--- src/hdl/rtpg_pkg.sv ---
// Package with codes, types and helpers shared by the RTP L16 receive path.
`timescale 1ns / 1ps
`default_nettype none

package rtpg_pkg;

    localparam int MAX_SAMPLES_DEF = 4096;

    localparam int CFG_DATA_W = 16;
    localparam int CFG_ADDR_W = 2;

    localparam logic        PLAYING_RST = 1'b0;
    localparam logic [6:0]  TYPE_RST    = 7'd96;
    localparam logic [1:0]  CHAN_RST    = 2'd2;
    localparam logic [15:0] GAIN_RST    = 16'h8000;

    typedef enum logic [1:0] {
        KIND_CLEAR  = 2'd0,
        KIND_HEADER = 2'd1,
        KIND_SAMPLE = 2'd2
    } kind_t;

    typedef enum logic [1:0] {
        ST_ACCEPTED    = 2'd0,
        ST_NOT_PLAYING = 2'd1,
        ST_BAD_TYPE    = 2'd2,
        ST_BAD_LENGTH  = 2'd3
    } status_t;

    typedef enum logic {
        RK_STATUS = 1'b0,
        RK_SAMPLE = 1'b1
    } rkind_t;

    typedef enum logic [1:0] {
        REG_PLAYING = 2'd0,
        REG_TYPE    = 2'd1,
        REG_CHANNEL = 2'd2,
        REG_GAIN    = 2'd3
    } reg_idx_t;

    typedef struct packed {
        logic               result_kind;
        logic [1:0]         status;
        logic signed [15:0] sample_out;
        logic               last_sample;
        logic [15:0]        packet_peak;
        logic [31:0]        received_count;
        logic [31:0]        lost_count;
        logic [31:0]        nonzero_count;
    } result_t;

    // Divisibility by three: fold base-4 digits, since 4 = 1 mod 3.
    function automatic logic div3(input logic [15:0] x);
        logic [4:0] s1;
        logic [2:0] s2;
        logic [2:0] s3;
        s1 = '0;
        for (int i = 0; i < 8; i++) begin
            s1 = s1 + 5'(x[2*i +: 2]);
        end
        s2 = 3'(s1[1:0]) + 3'(s1[3:2]) + 3'(s1[4]);
        s3 = 3'(s2[1:0]) + 3'(s2[2]);
        return (s3 == 3'd0) || (s3 == 3'd3);
    endfunction

endpackage

`default_nettype wire

--- src/hdl/rtpg_scale.sv ---
// Sample gain stage: Q1.15 multiply, truncate toward zero, saturate, magnitude.
`timescale 1ns / 1ps
`default_nettype none

module rtpg_scale (
    input  wire logic signed [15:0] sample,
    input  wire logic [15:0]        gain,
    output logic signed [15:0]      scaled,
    output logic [15:0]             magnitude
);

    logic signed [32:0] prod;
    logic signed [32:0] biased;
    logic signed [17:0] quot;

    assign prod = 33'(sample) * 33'($signed({1'b0, gain}));

    // Bias negatives so the arithmetic shift rounds toward zero.
    assign biased = prod[32] ? (prod + 33'sd32767) : prod;
    assign quot   = biased[32:15];

    always_comb begin
        if (quot[17:15] == 3'b000 || quot[17:15] == 3'b111) begin
            scaled = quot[15:0];
        end else if (quot[17]) begin
            scaled = 16'sh8000;
        end else begin
            scaled = 16'sh7FFF;
        end
    end

    assign magnitude = sample[15] ? (16'd0 - sample) : sample;

endmodule

`default_nettype wire

--- src/hdl/rtp_l16_receive_gain_unit.sv ---
// Top level of the RTP L16 receive path with loss counting and sample gain.
`timescale 1ns / 1ps
`default_nettype none

// Channel  | Ports                                        | Handshake
// ---------+----------------------------------------------+-------------------
// input    | s_kind, s_sequence_number, s_packet_type,    | s_valid / s_ready
//          | s_payload_bytes, s_byte_pair                 |
// result   | m_result_kind, m_status, m_sample_out, ...   | m_valid / m_ready
// config   | cfg_we, cfg_addr, cfg_wdata                  | write on cfg_we
//
// One item per cycle while s_ready is high: each item is decoded, scaled and
// counted in the cycle it is accepted; any result is registered into the head
// of a two-entry output buffer, or into skid while the head stalls. The output
// buffer sets the rate under backpressure: s_ready drops only when both entries
// hold a result. Reset (aresetn low, synchronous) clears counters, packet state
// and buffer and loads the register defaults. No clearing pass is needed.

module rtp_l16_receive_gain_unit #(
    parameter int MAX_SAMPLES = rtpg_pkg::MAX_SAMPLES_DEF
) (
    input  wire logic                            aclk,
    input  wire logic                            aresetn,

    input  wire logic                            s_valid,
    output logic                                 s_ready,
    input  wire logic [1:0]                      s_kind,
    input  wire logic [15:0]                     s_sequence_number,
    input  wire logic [6:0]                      s_packet_type,
    input  wire logic [15:0]                     s_payload_bytes,
    input  wire logic [15:0]                     s_byte_pair,

    output logic                                 m_valid,
    input  wire logic                            m_ready,
    output logic                                 m_result_kind,
    output logic [1:0]                           m_status,
    output logic signed [15:0]                   m_sample_out,
    output logic                                 m_last_sample,
    output logic [15:0]                          m_packet_peak,
    output logic [31:0]                          m_received_count,
    output logic [31:0]                          m_lost_count,
    output logic [31:0]                          m_nonzero_count,

    input  wire logic                            cfg_we,
    input  wire logic [rtpg_pkg::CFG_ADDR_W-1:0] cfg_addr,
    input  wire logic [rtpg_pkg::CFG_DATA_W-1:0] cfg_wdata
);

    localparam int          LEFT_W  = $clog2(MAX_SAMPLES + 1);
    localparam logic [14:0] MAX_CNT = 15'(MAX_SAMPLES);

    // Session registers.
    logic        playing_reg;
    logic [6:0]  exp_type_reg;
    logic [1:0]  chan_reg;
    logic [15:0] gain_reg;

    // Stream state.
    logic [15:0]       last_seq_reg,  last_seq_next;
    logic [31:0]       recv_reg,      recv_next;
    logic [31:0]       lost_reg,      lost_next;
    logic [31:0]       nonzero_reg,   nonzero_next;
    logic              open_reg,      open_next;
    logic [LEFT_W-1:0] left_reg,      left_next;
    logic [15:0]       peak_reg,      peak_next;

    // Output buffer: head drives the ports, skid catches one more result.
    rtpg_pkg::result_t head_reg, skid_reg, res;
    logic              head_valid_reg, skid_valid_reg;

    logic              accept;
    logic              push;
    logic              pop;
    logic signed [15:0] scaled;
    logic [15:0]       mag;
    logic [15:0]       peak_upd;
    logic [15:0]       seq_diff;
    logic              bad_len;
    logic [14:0]       half;
    logic [14:0]       count;

    rtpg_scale u_scale (
        .sample    (s_byte_pair),
        .gain      (gain_reg),
        .scaled    (scaled),
        .magnitude (mag)
    );

    assign s_ready = !skid_valid_reg;
    assign accept  = s_valid && s_ready;
    assign pop     = head_valid_reg && m_ready;

    // Configuration writes.
    always_ff @(posedge aclk) begin
        if (!aresetn) begin
            playing_reg  <= rtpg_pkg::PLAYING_RST;
            exp_type_reg <= rtpg_pkg::TYPE_RST;
            chan_reg     <= rtpg_pkg::CHAN_RST;
            gain_reg     <= rtpg_pkg::GAIN_RST;
        end else if (cfg_we) begin
            case (cfg_addr)
                rtpg_pkg::REG_PLAYING: playing_reg  <= cfg_wdata[0];
                rtpg_pkg::REG_TYPE:    exp_type_reg <= cfg_wdata[6:0];
                rtpg_pkg::REG_CHANNEL: chan_reg     <= cfg_wdata[1:0];
                rtpg_pkg::REG_GAIN:    gain_reg     <= cfg_wdata[15:0];
                default: ;
            endcase
        end
    end

    // Length check: payload must be a whole number of frames of 2*channels bytes.
    always_comb begin
        case (chan_reg)
            2'd1:    bad_len = s_payload_bytes[0];
            2'd2:    bad_len = (s_payload_bytes[1:0] != 2'b00);
            2'd3:    bad_len = s_payload_bytes[0] || !rtpg_pkg::div3(s_payload_bytes);
            default: bad_len = 1'b1;
        endcase
    end

    assign half     = s_payload_bytes[15:1];
    assign count    = (half > MAX_CNT) ? MAX_CNT : half;
    assign seq_diff = s_sequence_number - (last_seq_reg + 16'd1);
    assign peak_upd = (mag > peak_reg) ? mag : peak_reg;

    always_comb begin
        last_seq_next = last_seq_reg;
        recv_next     = recv_reg;
        lost_next     = lost_reg;
        nonzero_next  = nonzero_reg;
        open_next     = open_reg;
        left_next     = left_reg;
        peak_next     = peak_reg;
        push          = 1'b0;
        res           = '0;

        if (accept) begin
            case (s_kind)
                rtpg_pkg::KIND_CLEAR: begin
                    recv_next    = '0;
                    lost_next    = '0;
                    nonzero_next = '0;
                end
                rtpg_pkg::KIND_HEADER: begin
                    // Any header closes an open packet silently.
                    open_next       = 1'b0;
                    left_next       = '0;
                    peak_next       = '0;
                    push            = 1'b1;
                    res.result_kind = rtpg_pkg::RK_STATUS;
                    if (!playing_reg) begin
                        res.status = rtpg_pkg::ST_NOT_PLAYING;
                    end else if (s_packet_type != exp_type_reg) begin
                        res.status = rtpg_pkg::ST_BAD_TYPE;
                    end else begin
                        // Count only forward gaps, and only after a first packet.
                        if (recv_reg != 32'd0 && seq_diff != 16'd0 && !seq_diff[15]) begin
                            lost_next = lost_reg + 32'(seq_diff);
                        end
                        last_seq_next = s_sequence_number;
                        recv_next     = recv_reg + 32'd1;
                        if (bad_len) begin
                            res.status = rtpg_pkg::ST_BAD_LENGTH;
                        end else begin
                            res.status = rtpg_pkg::ST_ACCEPTED;
                            if (count != 15'd0) begin
                                open_next = 1'b1;
                                left_next = LEFT_W'(count);
                            end
                        end
                    end
                end
                rtpg_pkg::KIND_SAMPLE: begin
                    // Drop words that arrive with no packet open.
                    if (open_reg && left_reg != '0) begin
                        push            = 1'b1;
                        res.result_kind = rtpg_pkg::RK_SAMPLE;
                        res.status      = rtpg_pkg::ST_ACCEPTED;
                        res.sample_out  = scaled;
                        left_next       = left_reg - LEFT_W'(1);
                        if (left_reg == LEFT_W'(1)) begin
                            res.last_sample   = 1'b1;
                            res.packet_peak   = peak_upd;
                            open_next         = 1'b0;
                            peak_next         = '0;
                            if (peak_upd != 16'd0) begin
                                nonzero_next = nonzero_reg + 32'd1;
                            end
                        end else begin
                            peak_next = peak_upd;
                        end
                    end
                end
                default: ;
            endcase
        end

        res.received_count = recv_next;
        res.lost_count     = lost_next;
        res.nonzero_count  = nonzero_next;
    end

    always_ff @(posedge aclk) begin
        if (!aresetn) begin
            last_seq_reg <= '0;
            recv_reg     <= '0;
            lost_reg     <= '0;
            nonzero_reg  <= '0;
            open_reg     <= 1'b0;
            left_reg     <= '0;
            peak_reg     <= '0;
        end else begin
            last_seq_reg <= last_seq_next;
            recv_reg     <= recv_next;
            lost_reg     <= lost_next;
            nonzero_reg  <= nonzero_next;
            open_reg     <= open_next;
            left_reg     <= left_next;
            peak_reg     <= peak_next;
        end
    end

    // Output buffer control: fill head first, spill into skid while head stalls.
    always_ff @(posedge aclk) begin
        if (!aresetn) begin
            head_valid_reg <= 1'b0;
            skid_valid_reg <= 1'b0;
        end else if (skid_valid_reg) begin
            if (pop) begin
                head_valid_reg <= 1'b1;
                skid_valid_reg <= 1'b0;
            end
        end else if (push) begin
            if (!head_valid_reg || pop) begin
                head_valid_reg <= 1'b1;
            end else begin
                skid_valid_reg <= 1'b1;
            end
        end else if (pop) begin
            head_valid_reg <= 1'b0;
        end
    end

    // Output buffer payload.
    always_ff @(posedge aclk) begin
        if (skid_valid_reg) begin
            if (pop) begin
                head_reg <= skid_reg;
            end
        end else if (push) begin
            if (!head_valid_reg || pop) begin
                head_reg <= res;
            end else begin
                skid_reg <= res;
            end
        end
    end

    assign m_valid          = head_valid_reg;
    assign m_result_kind    = head_reg.result_kind;
    assign m_status         = head_reg.status;
    assign m_sample_out     = head_reg.sample_out;
    assign m_last_sample    = head_reg.last_sample;
    assign m_packet_peak    = head_reg.packet_peak;
    assign m_received_count = head_reg.received_count;
    assign m_lost_count     = head_reg.lost_count;
    assign m_nonzero_count  = head_reg.nonzero_count;

    // The skid entry is never filled while the head is empty.
    a_skid_behind_head: assert property (@(posedge aclk) disable iff (!aresetn)
        skid_valid_reg |-> head_valid_reg)
        else $error("skid entry valid with empty head");

    // An open packet always has samples due, a closed one none.
    a_open_matches_left: assert property (@(posedge aclk) disable iff (!aresetn)
        open_reg == (left_reg != '0))
        else $error("packet open flag disagrees with sample count");

    a_left_bounded: assert property (@(posedge aclk) disable iff (!aresetn)
        left_reg <= LEFT_W'(MAX_SAMPLES))
        else $error("sample count beyond limit");

    // Peak tracking restarts with every packet.
    a_peak_idle_zero: assert property (@(posedge aclk) disable iff (!aresetn)
        !open_reg |-> (peak_reg == 16'd0))
        else $error("peak held with no packet open");

    // m_valid is high in the cycle after an item that produces a result.
    a_push_shows: assert property (@(posedge aclk) disable iff (!aresetn)
        push |=> m_valid)
        else $error("result lost after accept");

endmodule

`default_nettype wire
--- config.mk ---
export PLATFORM = sky130hd
export DESIGN_NAME = rtp_l16_receive_gain_unit
export DESIGN_NICKNAME = d
export VERILOG_FILES = /design/src/hdl/rtpg_pkg.sv /design/src/hdl/rtpg_scale.sv /design/src/hdl/rtp_l16_receive_gain_unit.sv
export SDC_FILE = /design/constraint.sdc
export NUM_CORES = 2
export LEC_CHECK = 0
export ABC_AREA = 1
export ABC_CLOCK_PERIOD_IN_PS = 10050
export BUFFER_PORTS_ARGS = -buffer_cell sky130_fd_sc_hd__buf_2
export CORE_MARGIN = 2
export CORE_UTILIZATION = 48
export DETAILED_ROUTE_END_ITERATION = 10
export PLACE_DENSITY = 0.62
export SLEW_MARGIN = 20
export SYNTH_ARGS = -nofsm -noshare
export SYNTH_HDL_FRONTEND = slang
export SYNTH_SLANG_ARGS = --single-unit
--- constraint.sdc ---
create_clock -name aclk -period 10.05 [get_ports aclk]
set_input_delay 0.5025 -clock aclk [delete_from_list [all_inputs] [get_ports aclk]]
set_output_delay 0.5025 -clock aclk [all_outputs]
set_load 0.03 [all_outputs]
==> metrics.txt <==
status finished clean; Hold Fails Final Rpt 0; CP delay by family, top adder cells; r2r worst-path depth 31; DRC violations left 0; cell mode on critical path nand2_1; vias after detailed routing 27490; port bufs 213; Req. time, crit path 10.39 ns; Setup violations, final 0; Async S/R FF share, synth 0%; Detail Route Antenna Nets 0; ratio of cells with drive above 1 in the final layout 8.986%; iteration count of the initial detailed-routing pass 8; WHS Endpoint gain_reg[14]$_SDFFE_PN0P_; most frequent cells in the layout nand2_1 (1244), inv_1 (849), nor2_1 (339); Slew Viols, Final 0; row cnt 96; Synth cell types 57; Final GP Congestion 0.8997; DR WL/cell 16.25 um; crit path DAT 7.80 ns; Power Total 0.006310 W; DP HPWL 65.49 mm; Die Y 266.2 um; later-pin clock latency in the skew report 0.62 ns; GR Layer Usage met1 34.96%; Hold Path Origin cfg_wdata[14]; gr busiest metal met2; FF-to-FF End m_sample_out[12]$_DFFE_PP_; met3 usage 3.466%; met2 usage 40.61%; critical path endpoint category flip-flop; Post-Syn Instances 4352; WL final 87.75 mm; vias in the first global route 26200; f_max 0.1340 GHz; Hold Buf Count CTS 0; clk buf depth 3; Worst slew margin 27.15%; Worst Path Max Fanout 17; Critical Path Slowest Stage Cell dfxtp_1; Tightest Pin Transition 1.093 ns; CTS tree built; largest net degree at the start of global routing 106; Ys Warns 0; fin nets 4953; final worst-path cycle share 74.26%; max-cap violations 0; Mapped Nets 4826; worst r2r src gain_reg[5]$_SDFFE_PN0P_; peak supply drop 0.1411 mV; cells resized by post-CTS repair 0; Starting Density 48.29%; number of I/O pins 214; worst hold-check path type in -> reg; Buf+Inv Stages, Crit Path 5; Worst Setup Path Type reg -> reg; fin crit period 7.464 ns; CTS buffer count 48; first-pass GRT wire length 140.8 mm; Clock Pin Slew Worst Setup and Hold Paths 0.06 ns; synthesized area 33010 um2; register area share after synthesis 34.33%; synth-to-layout area growth 10.13%; R2R setup slack 2.59 ns; global route total overflow 0; Die Wd 266.2 um; Clk Tree Root Cell clkbuf_16; RSZ-0062 raised after global routing false; number of synthesized flops with an enable pin 264; vias per cell 5.091; Setup TNS 0 ns; PwrDens 173.6 nW/um2; Post-CTS Setup Bufs 0; max FFs per register 132; Min-Delay Path Depth 3; crit-path max cell delay 0.85 ns; Die ar. 70880 um2; most common cell after layout, fill and taps aside nand2_1; Core Region 68350 um2; Clock Skews 0.04549 ns; Top FF cell, synth edfxtp_1; Mapped Avg Cell Area 7.584 um2; initial antenna violation count 2; Synth Register Bits 434; Startpoint Class flip-flop; Worst path depth 31; Leak 18.07 nW; overall routing resource usage 25.11%; H-Tree Depth 2; DR iter-0 viols 1761; # clock sinks 434
-- Yosys cell counts, drive strengths merged, types with 15 or more instances --
library cell,n,area (um2)
nand2,1273,4866
inv,856,3213
nor2,362,1436
edfxtp,264,7928
o21ai,226,1146
nand3,225,1171
fa,209,4184
ha,185,2315
dfxtp,170,3403
a21oi,140,704.4
clkbuf,122,457.9
nand4,59,375.4
nor3,55,300.3
buf,37,217.7
xor2,35,314.1
nor4,21,131.4
o21bai,20,150.1
xnor2,15,131.4
-- worst max path at each step --
stage	from	to
2_1_floorplan	s_kind[1]	m_last_sample$_DFFE_PP_
3_3_place_gp	s_byte_pair[15]	m_sample_out[12]$_DFFE_PP_
3_5_place_dp	s_byte_pair[15]	skid_reg[116]$_DFFE_PP_
4_1_cts	gain_reg[5]$_SDFFE_PN0P_	m_sample_out[12]$_DFFE_PP_
5_1_grt	gain_reg[5]$_SDFFE_PN0P_	m_sample_out[5]$_DFFE_PP_
6_report	gain_reg[5]$_SDFFE_PN0P_	m_sample_out[12]$_DFFE_PP_
-- area by class of cell --
type                    instances  area [um2]
inverters                     860        3241
multi-input cells            2899       17780
fillers                      6703       31990
clock buffers                  60        1318
repair buffers                236        1239
flip-flops and latches        434       11330
clock inverters                29       331.6
diodes                          1       2.502
well taps                     882        1104
-- logic make-up (layout without fill, tap and decap cells) --
kind of cell	Yosys count	after routing	synth area share (%)
and+or+nand+nor	2020	2020	25.60
DFF	434	434	34.33
buffers and inverters	1019	1185	11.84
xor gates and xnor gates	50	50	1.350
AOI/OAI and AO/OA	435	435	7.191
adders and majority gates	394	394	19.69
other	0	1	0
-- metal layers --
metal,up-vias,part of all wire [%],routed length [um]
met4,2,2.7,2365
met3,124,5.6,4911
met1,12830,46,40490
li1,13800,-,-
met2,740,46,39970
met5,-,0.013,11
-- through the flow --
step	setup WS (ns)	hold WS [ns]	cells	cell area (um2)	utilization [%]
floorplan	1.155	0.4330	4352	33010	-
global placement	2.411	0.4472	5311	34700	50.77
detailed placement	2.307	0.4539	5311	34700	50.77
CTS	2.628	0.1160	5400	36350	53.18
global route	2.045	0.1367	5401	36350	53.19
finish	2.586	0.1392	5401	36350	53.19
-- tightest hold or removal path: cells and delay by family --
family        cells  cell delay, ns
simple gates      2            0.12
buf+inv           1            0.09
-- report_power, final --
part	internal, W	leakage (nW)	total, W	switching, W
clock network	0.00107	0.790	0.00186	0.000792
logic	0.000845	13.6	0.00253	0.00169
registers	0.00189	3.65	0.00192	0.0000252
total	0.00380	18.1	0.00631	0.00251
Power figures use the tool's default switching activity.
